--- src/hdl/stw_pkg.sv ---
package stw_pkg;

    localparam logic CMD_TRANSLATE = 1'b0;
    localparam logic CMD_REPLY     = 1'b1;

    localparam logic KIND_FETCH = 1'b0;
    localparam logic KIND_DONE  = 1'b1;

    localparam logic [2:0] FAULT_NONE        = 3'd0;
    localparam logic [2:0] FAULT_ADDR_SIZE   = 3'd1;
    localparam logic [2:0] FAULT_TRANSLATION = 3'd2;
    localparam logic [2:0] FAULT_ACCESS_FLAG = 3'd3;
    localparam logic [2:0] FAULT_PERMISSION  = 3'd4;

    localparam logic [1:0] CFG_MMU_ENABLE  = 2'd0;
    localparam logic [1:0] CFG_LOW_BASE    = 2'd1;
    localparam logic [1:0] CFG_HIGH_BASE   = 2'd2;
    localparam logic [1:0] CFG_TRANS_CTRL  = 2'd3;

    localparam logic [1:0] TG0_4K = 2'b00;
    localparam logic [1:0] TG1_4K = 2'b10;

    localparam logic [1:0] DESC_KIND_BLOCK = 2'b01;
    localparam logic [1:0] DESC_KIND_TABLE = 2'b11;

    localparam logic [1:0] LEVEL_0 = 2'd0;
    localparam logic [1:0] LEVEL_1 = 2'd1;
    localparam logic [1:0] LEVEL_2 = 2'd2;
    localparam logic [1:0] LEVEL_3 = 2'd3;

    typedef struct packed {
        logic        mmu_enable;
        logic [63:0] low_base;
        logic [63:0] high_base;
        logic [63:0] trans_ctrl;
    } t_cfg;

    typedef struct packed {
        logic        busy;
        logic [1:0]  level;
        logic [63:0] saved_address;
        logic        saved_write;
    } t_walk_state;

    typedef struct packed {
        logic        command;
        logic [63:0] virtual_address;
        logic        write_access;
        logic [63:0] descriptor;
        logic        read_error;
    } t_item;

    typedef struct packed {
        logic        result_kind;
        logic [63:0] fetch_address;
        logic        success;
        logic [63:0] phys_address;
        logic [2:0]  fault_type;
        logic [1:0]  fault_level;
    } t_result;

    // Descriptor address for a table at the given level.
    function automatic logic [63:0] fetch_addr(input logic [63:0] table_word,
                                               input logic [63:0] va,
                                               input logic [1:0]  level);
        logic [8:0] idx;
        case (level)
            LEVEL_0: idx = va[47:39];
            LEVEL_1: idx = va[38:30];
            LEVEL_2: idx = va[29:21];
            default: idx = va[20:12];
        endcase
        return {16'h0000, table_word[47:12], idx, 3'b000};
    endfunction

endpackage

--- src/hdl/stw_step.sv ---
module stw_step (
    input  stw_pkg::t_cfg        i_cfg,
    input  stw_pkg::t_walk_state i_state,
    input  stw_pkg::t_item       i_item,
    output logic                 o_emit,
    output stw_pkg::t_result     o_result,
    output stw_pkg::t_walk_state o_state
);

    logic        upper;
    logic [5:0]  sz;
    logic [1:0]  tg;
    logic        disabled;
    logic        bad_granule;
    logic [6:0]  vbits;
    logic [63:0] hi_mask;
    logic        non_canonical;
    logic [1:0]  entry_level;
    logic [1:0]  lv;
    logic [1:0]  desc_kind;
    logic [63:0] leaf_pa;

    always_comb begin
        upper = i_item.virtual_address[63];
        if (upper) begin
            sz          = i_cfg.trans_ctrl[21:16];
            tg          = i_cfg.trans_ctrl[31:30];
            bad_granule = (tg != stw_pkg::TG1_4K);
            disabled    = i_cfg.trans_ctrl[23];
        end else begin
            sz          = i_cfg.trans_ctrl[5:0];
            tg          = i_cfg.trans_ctrl[15:14];
            bad_granule = (tg != stw_pkg::TG0_4K);
            disabled    = i_cfg.trans_ctrl[7];
        end
        vbits         = 7'd64 - {1'b0, sz};
        hi_mask       = {64{1'b1}} << vbits;
        non_canonical = ((i_item.virtual_address ^ {64{upper}}) & hi_mask) != 64'd0;
        if (sz <= 6'd24) begin
            entry_level = stw_pkg::LEVEL_0;
        end else if (sz <= 6'd33) begin
            entry_level = stw_pkg::LEVEL_1;
        end else if (sz <= 6'd42) begin
            entry_level = stw_pkg::LEVEL_2;
        end else begin
            entry_level = stw_pkg::LEVEL_3;
        end
    end

    always_comb begin
        lv        = i_state.level;
        desc_kind = i_item.descriptor[1:0];
        case (lv)
            stw_pkg::LEVEL_1: leaf_pa = {16'h0000, i_item.descriptor[47:30],
                                         i_state.saved_address[29:0]};
            stw_pkg::LEVEL_2: leaf_pa = {16'h0000, i_item.descriptor[47:21],
                                         i_state.saved_address[20:0]};
            default:          leaf_pa = {16'h0000, i_item.descriptor[47:12],
                                         i_state.saved_address[11:0]};
        endcase
    end

    always_comb begin
        o_emit   = 1'b1;
        o_state  = i_state;
        o_result = '0;
        o_result.result_kind = stw_pkg::KIND_DONE;
        if (i_item.command == stw_pkg::CMD_TRANSLATE) begin
            o_state.busy = 1'b0;
            if (!i_cfg.mmu_enable) begin
                o_result.success      = 1'b1;
                o_result.phys_address = {16'h0000, i_item.virtual_address[47:0]};
            end else if (bad_granule || disabled || sz < 6'd16 || sz > 6'd51
                         || non_canonical) begin
                o_result.fault_type = stw_pkg::FAULT_ADDR_SIZE;
            end else begin
                o_state.busy          = 1'b1;
                o_state.level         = entry_level;
                o_state.saved_address = i_item.virtual_address;
                o_state.saved_write   = i_item.write_access;
                o_result.result_kind   = stw_pkg::KIND_FETCH;
                o_result.fetch_address = stw_pkg::fetch_addr(
                    upper ? i_cfg.high_base : i_cfg.low_base,
                    i_item.virtual_address, entry_level);
            end
        end else if (!i_state.busy) begin
            o_emit = 1'b0;
        end else begin
            o_state.busy = 1'b0;
            if (i_item.read_error || !i_item.descriptor[0]) begin
                o_result.fault_type  = stw_pkg::FAULT_TRANSLATION;
                o_result.fault_level = lv;
            end else if (lv != stw_pkg::LEVEL_3 && desc_kind == stw_pkg::DESC_KIND_TABLE) begin
                o_state.busy           = 1'b1;
                o_state.level          = lv + 2'd1;
                o_result.result_kind   = stw_pkg::KIND_FETCH;
                o_result.fetch_address = stw_pkg::fetch_addr(
                    i_item.descriptor, i_state.saved_address, lv + 2'd1);
            end else if ((lv == stw_pkg::LEVEL_3 && desc_kind != stw_pkg::DESC_KIND_TABLE)
                         || (lv != stw_pkg::LEVEL_3
                             && desc_kind != stw_pkg::DESC_KIND_BLOCK)
                         || lv == stw_pkg::LEVEL_0) begin
                o_result.fault_type  = stw_pkg::FAULT_TRANSLATION;
                o_result.fault_level = lv;
            end else if (!i_item.descriptor[10]) begin
                o_result.fault_type  = stw_pkg::FAULT_ACCESS_FLAG;
                o_result.fault_level = lv;
            end else if (i_state.saved_write && i_item.descriptor[7]) begin
                o_result.fault_type  = stw_pkg::FAULT_PERMISSION;
                o_result.fault_level = lv;
            end else begin
                o_result.success      = 1'b1;
                o_result.phys_address = leaf_pa;
            end
        end
    end

endmodule

--- src/hdl/stage1_table_walker_4k.sv ---
// Stage-1 table walker for a 4 KiB granule.
// Requests arrive on the input valid/ready channel: command 0 is a translate
// request, command 1 the reply to the last descriptor fetch. Each request
// gives at most one result on the output valid/ready channel: either a
// descriptor fetch request (result kind 0) or a finished translation with
// its physical address or fault (result kind 1). A reply that arrives while
// no walk is in progress is dropped without a result.
// A request is held in an input register, then evaluated combinationally into
// the output register, from which its result is offered; one request per cycle
// is taken while the output is drained.
// When the receiver stalls, the result holds and the input register keeps one
// further request; input ready then falls until the result is taken.
// Configuration is written through the write port; the user must write it
// only while the block is idle; the block does not enforce it. Synchronous
// reset clears config, walk state and both valid flags, leaving input ready.
module stage1_table_walker_4k (
    input  logic        i_clk,
    input  logic        i_rst_n,
    input  logic        i_cfg_we,
    input  logic [1:0]  i_cfg_index,
    input  logic [63:0] i_cfg_data,
    input  logic        i_in_valid,
    output logic        o_in_ready,
    input  logic        i_command,
    input  logic [63:0] i_virtual_address,
    input  logic        i_write_access,
    input  logic [63:0] i_descriptor,
    input  logic        i_read_error,
    output logic        o_out_valid,
    input  logic        i_out_ready,
    output logic        o_result_kind,
    output logic [63:0] o_fetch_address,
    output logic        o_success,
    output logic [63:0] o_phys_address,
    output logic [2:0]  o_fault_type,
    output logic [1:0]  o_fault_level
);

    stw_pkg::t_cfg        r_cfg;
    stw_pkg::t_walk_state r_state;
    stw_pkg::t_walk_state n_state;
    stw_pkg::t_item       r_item;
    stw_pkg::t_result     r_result;
    stw_pkg::t_result     n_result;
    logic                 r_in_valid;
    logic                 r_out_valid;
    logic                 emit;
    logic                 advance;
    logic                 in_accept;

    stw_step u_step (
        .i_cfg    (r_cfg),
        .i_state  (r_state),
        .i_item   (r_item),
        .o_emit   (emit),
        .o_result (n_result),
        .o_state  (n_state)
    );

    assign advance    = r_in_valid && (!r_out_valid || i_out_ready);
    assign o_in_ready = !r_in_valid || advance;
    assign in_accept  = i_in_valid && o_in_ready;

    always_ff @(posedge i_clk) begin
        if (!i_rst_n) begin
            r_cfg       <= '0;
            r_state     <= '0;
            r_in_valid  <= 1'b0;
            r_out_valid <= 1'b0;
        end else begin
            if (i_cfg_we) begin
                unique case (i_cfg_index)
                    stw_pkg::CFG_MMU_ENABLE: r_cfg.mmu_enable <= i_cfg_data[0];
                    stw_pkg::CFG_LOW_BASE:   r_cfg.low_base   <= i_cfg_data;
                    stw_pkg::CFG_HIGH_BASE:  r_cfg.high_base  <= i_cfg_data;
                    stw_pkg::CFG_TRANS_CTRL: r_cfg.trans_ctrl <= i_cfg_data;
                    default:                 r_cfg            <= r_cfg;
                endcase
            end
            if (in_accept) begin
                r_in_valid <= 1'b1;
            end else if (advance) begin
                r_in_valid <= 1'b0;
            end
            if (advance && emit) begin
                r_out_valid <= 1'b1;
            end else if (i_out_ready) begin
                r_out_valid <= 1'b0;
            end
            if (advance) begin
                r_state <= n_state;
            end
        end
    end

    always_ff @(posedge i_clk) begin
        if (in_accept) begin
            r_item.command         <= i_command;
            r_item.virtual_address <= i_virtual_address;
            r_item.write_access    <= i_write_access;
            r_item.descriptor      <= i_descriptor;
            r_item.read_error      <= i_read_error;
        end
        if (advance && emit) begin
            r_result <= n_result;
        end
    end

    assign o_out_valid     = r_out_valid;
    assign o_result_kind   = r_result.result_kind;
    assign o_fetch_address = r_result.fetch_address;
    assign o_success       = r_result.success;
    assign o_phys_address  = r_result.phys_address;
    assign o_fault_type    = r_result.fault_type;
    assign o_fault_level   = r_result.fault_level;

endmodule

--- config.mk ---
export PLATFORM = sky130hd
export DESIGN_NAME = stage1_table_walker_4k
export DESIGN_NICKNAME = d
export VERILOG_FILES = /design/src/hdl/stw_pkg.sv /design/src/hdl/stw_step.sv /design/src/hdl/stage1_table_walker_4k.sv
export SDC_FILE = /design/constraint.sdc
export NUM_CORES = 1
export LEC_CHECK = 0
export ABC_AREA = 0
export BUFFER_PORTS_ARGS = -buffer_cell sky130_fd_sc_hd__buf_4
export CAP_MARGIN = 10
export CORE_UTILIZATION = 40
export CTS_CLUSTER_DIAMETER = 60
export CTS_CLUSTER_SIZE = 40
export DETAILED_ROUTE_END_ITERATION = 12
export MAX_ROUTING_LAYER = met4
export PLACE_DENSITY = 0.59
export SLEW_MARGIN = 20
export SYNTH_ARGS = -nofsm -noshare
export SYNTH_HDL_FRONTEND = slang
export SYNTH_SLANG_ARGS = --single-unit
--- constraint.sdc ---
create_clock -name i_clk -period 7.34 [get_ports i_clk]
set_clock_uncertainty 0.1 [all_clocks]
set_input_delay 0.367 -clock i_clk [delete_from_list [all_inputs] [get_ports i_clk]]
set_output_delay 0.367 -clock i_clk [all_outputs]
set_load 0.01 [all_outputs]
==> impl_table.tex <==
\begin{tabular}{lr}
\hline
Metric & Value \\
\hline
\multicolumn{2}{l}{\textbf{STA}} \\
\quad Setup tns final & 0 ns \\
\quad Least-Margin Pin Slew & 1.04 ns \\
\quad Final Setup Violations & 0 \\
\quad Clock period minus worst slack & 5.89 ns \\
\quad Fin. Hold Viols & 0 \\
\quad Unrepaired setup endpoints after global routing & no \\
\quad Relative slew slack & 0.305 \\
\quad Max Fclk & 0.170 GHz \\
\quad Fin crit share & 0.802 \\
\quad Number of slew-limit violations in the final report & 0 \\
\multicolumn{2}{l}{\textbf{Power}} \\
\quad Relative contribution of combinational cells to total power & 0.113 \\
\quad Clock power frac & 0.394 \\
\quad PD cells & 214 nW/um\^{}2 \\
\quad Largest voltage drop on the vdd net & 0.000190 V \\
\quad Int Power & 0.00332 W \\
\quad Net Sw Power & 0.00123 W \\
\quad Total leakage power & 7.92 nW \\
\quad Fraction of power spent switching nets & 0.271 \\
\quad Relative contribution of sequential cells to total power & 0.493 \\
\multicolumn{2}{l}{\textbf{Place}} \\
\quad GP Congestion & 0.930 \\
\quad Number of buffers added on ports & 258 \\
\quad Dpl hpwl & 36,900 um \\
\multicolumn{2}{l}{\textbf{Routing}} \\
\quad Count of vias placed by the detailed router & 13.6k \\
\quad Detailed-route wire length per cell & 21.9 um \\
\quad Ratio of routed vias to standard cells & 5.46 \\
\quad Antenna Violating Nets Remaining & 0 \\
\quad Post-route DRC violation count & 0 \\
\quad Detailed-router iteration count before antenna repair & 7 \\
\quad Number of design-rule violations left by the first detailed-router iteration & 1,048 \\
\quad Drt total wl & 54,400 um \\
\multicolumn{2}{l}{\textbf{Floorplanning}} \\
\quad Overall die width & 205 um \\
\quad Effective utilization at floorplan & 0.410 \\
\quad Area of the core & 40,100 um\^{}2 \\
\quad Die H & 205 um \\
\quad Num rows & 73 \\
\quad Count of boundary I/O pins & 339 \\
\quad Die area & 41,900 um\^{}2 \\
\multicolumn{2}{l}{\textbf{Setup path}} \\
\quad Slowest stage cell, crit path & ha\_1 \\
\quad CP cell instances & buf\_4 > mux2i\_1 > ha\_1 > inv\_1 > ha\_1 > nand2b\_1 > a211oi\_1 > o311ai\_0 > o2111a\_1 > a31o\_1 > or4\_1 > o211ai\_2 > nand4\_1 > buf\_4 > o21ai\_0 \\
\quad CP Capture Point & o\_fetch\_address[43]\$\_DFFE\_PP\_ \\
\quad Slowest stage delay, CP & 0.62 ns \\
\quad Reg2Reg Capture Point & o\_fetch\_address[43]\$\_DFFE\_PP\_ \\
\quad Nature of the critical path startpoint & register \\
\quad R2R depth & 15 \\
\quad Critical path class & register to register \\
\quad Reg-to-reg slack, setup & 1.45 ns \\
\quad CP max FO & 35 \\
\quad Critical path endpoint category & register \\
\quad Worst EP arrival & 6.22 ns \\
\quad Required time of the critical path & 7.67 ns \\
\quad R2R Path Start & r\_item[129]\$\_DFFE\_PP\_ \\
\quad Startpoint of the most critical setup path & r\_item[129]\$\_DFFE\_PP\_ \\
\multicolumn{2}{l}{\textbf{Clock tree}} \\
\quad \# clock sinks & 352 \\
\quad CTS tree & built \\
\quad Post-CTS Hold Buffers & 151 \\
\quad Number of buffers inserted during clock tree synthesis & 30 \\
\quad Clk slew on worst S/H paths & 0.09 ns \\
\quad Max Buffers Root-to-Sink & 3 \\
\quad Root Buffer Master & clkbuf\_16 \\
\quad Resized Gates After CTS & 0 \\
\quad H-tree lvl count & 1 \\
\quad Number of post-CTS setup repair buffers & 0 \\
\quad Clock latency on the worst-skew pair & 0.59 ns \\
\multicolumn{2}{l}{\textbf{Layout}} \\
\quad Commonest non-fill, non-tap cell in the layout & nand2\_1 \\
\quad Synth-to-Final Area Change & 29.4\% \\
\quad Register Area & 9120 um\^{}2 \\
\quad Layout Utilization & 0.530 \\
\quad Commonest cells after routing, fill and taps aside & nand2\_1 (388), buf\_4 (279), edfxtp\_1 (207), dlygate4sd3\_1 (151), dfxtp\_1 (145) \\
\quad Multi-input gate area in the final layout & 6670 um\^{}2 \\
\quad Fill cell instance count of the final layout & 3,585 \\
\quad Number of nets in the layout & 2,150 \\
\quad Fraction of final layout cells sized beyond drive strength 1 & 0.187 \\
\multicolumn{2}{l}{\textbf{Synthesis}} \\
\quad Post-Syn Area & 16,400 um\^{}2 \\
\quad Post-synth top flop & edfxtp\_1 \\
\quad Flip-flop and latch count after synthesis & 352 \\
\quad Number of distinct library cell variants in the gate-level netlist after synthesis & 88 \\
\quad Syn\_area\_per\_cell & 10.4 um\^{}2 \\
\quad FFs w/ async S/R, synth & 0 \\
\quad Largest area contributor in the netlist & edfxtp\_1 \\
\quad Fraction of post-synthesis cell area in the top cell type by area & 0.378 \\
\quad Largest cells by area after synthesis & edfxtp\_1 (38\%), dfxtp\_1 (18\%), nand2\_1 (8.9\%) \\
\quad Sequential area share after synthesis & 0.555 \\
\quad Count of warnings emitted by yosys & 0 \\
\quad Number of enable-type register cells in the synthesized netlist & 207 \\
\quad Cells after Synth & 1,582 \\
\multicolumn{2}{l}{\textbf{GRT}} \\
\quad Antenna violations before repair & 3 \\
\quad Grt total ovfl & 0 \\
\quad Global-route layer with the greatest usage & met2 \\
\quad Global-route track usage on met3 & 0.0498 \\
\quad Via count of the first global-routing pass & 13.0k \\
\quad Met1 capacity usage during global routing & 0.338 \\
\quad Largest net degree at the start of global routing & 108 \\
\quad Global-route wire length before repair & 80,100 um \\
\quad Total routing resource utilization after global routing & 0.263 \\
\quad M2 GR Usage & 0.418 \\
\multicolumn{2}{l}{\textbf{Flow run}} \\
\quad MaxCap Viol Count & 0 \\
\multicolumn{2}{l}{\textbf{Worst hold path}} \\
\quad Class of the most critical hold timing path & primary input to register \\
\quad Startpoint of the lowest-slack hold path & i\_out\_ready \\
\multicolumn{2}{l}{\textbf{Status}} \\
\quad Outcome & finished clean \\
\hline
\end{tabular}
==> cells in the mapped netlist, drive strengths merged (5+ instances only) <==
library cell / n
a21boi: 94
a222oi: 9
a21oi: 54
nor2: 32
nand3b: 5
o22ai: 7
clkbuf: 83
edfxtp: 207
buf: 60
a211oi: 5
and3: 7
ha: 13
xnor2: 9
a22o: 30
nand4: 9
o211ai: 12
and2: 8
nor3: 15
nand3: 12
nor2b: 15
nor4: 5
a31oi: 10
mux2i: 94
or4: 8
xor2: 14
nand2: 388
a211o: 7
dfxtp: 145
a22oi: 22
o21ai: 100
inv: 16
nand2b: 11
==> power groups by stage <==
| stage | Combinational (W) | Clock, W | Sequential (W) |
|---|---|---|---|
| 3_3_place_gp | 0.000443 | 0 | 0.00229 |
| 3_5_place_dp | 0.000447 | 0 | 0.00229 |
| 2_1_floorplan | 0.000273 | 0 | 0.00225 |
| 5_1_grt | 0.000561 | 0.00190 | 0.00225 |
| 6_report | 0.000516 | 0.00179 | 0.00224 |
| 4_1_cts | 0.000514 | 0.00183 | 0.00224 |
==> flip-flops by register name, summed over array words and instances, names as in the netlist <==
name,count
o_out_valid,1
r_item,107
o_fetch_address,45
r_in_valid,1
o_success,1
r_state,52
o_result_kind,1
o_fault_level,2
o_phys_address,48
o_fault_type,3
r_cfg,91
==> cell type report <==
cell class                 count  share of cell area
sequential                   352               0.429
multi-input combinational   1105               0.314
timing repair buffer         430               0.170
clock buffer                  32              0.0371
tap                          525              0.0309
clock inverter                24              0.0161
inverter                      16             0.00294
antenna                        3            0.000353
==> worst min-delay path by stage <==
stage                                     to  cells after the start  slack (ns)
finish              o_out_valid$_SDFFE_PN0P_                      3        0.03
global route        o_out_valid$_SDFFE_PN0P_                      3        0.04
CTS                 o_out_valid$_SDFFE_PN0P_                      3       0.007
detailed placement  r_state[11]$_SDFFE_PN0P_                      2        0.35
global placement     r_state[9]$_SDFFE_PN0P_                      2        0.34
floorplan           r_state[31]$_SDFFE_PN0P_                      2        0.33
==> worst max-delay path: cells and delay by family, from the launching register on <==
family / cells / cell delay, ns
compound gates: 6 / 1.50
fa+ha+maj: 2 / 0.88
buf+inv: 3 / 0.78
flops: 1 / 0.44
mux: 1 / 0.41
simple gates: 3 / 1.58
==> through the flow <==
step	total power, W	hold WS (ns)	setup WS, ns	cells	area (um^2)
global placement	0.00273	0.342	1.61	2277	18600
detailed placement	0.00273	0.347	1.52	2277	18600
finish	0.00455	0.0289	1.45	2487	21300
global route	0.00471	0.0378	1.02	2487	21300
CTS	0.00459	0.00707	1.48	2484	21200
floorplan	0.00253	0.334	1.22	1616	16600
==> per-layer routing <==
metal | wire length, um | share of wire
met1 | 22800 | 0.42
met2 | 25700 | 0.47
met3 | 4000 | 0.074
met4 | 1810 | 0.033
met5 | 0 | 0
==> cells by family after synthesis <==
| logic type | after synthesis | share of synthesized area |
|---|---|---|
| compound gates | 400 | 0.168 |
| xor+xnor | 23 | 0.0127 |
| fa+ha+maj | 13 | 0.00990 |
| buf+inv | 159 | 0.0477 |
| flops | 352 | 0.555 |
| mux | 96 | 0.0596 |
| other cells | 1 | 0.000228 |
| simple gates | 538 | 0.146 |
Note: power is estimated with default switching activity, not from simulation.
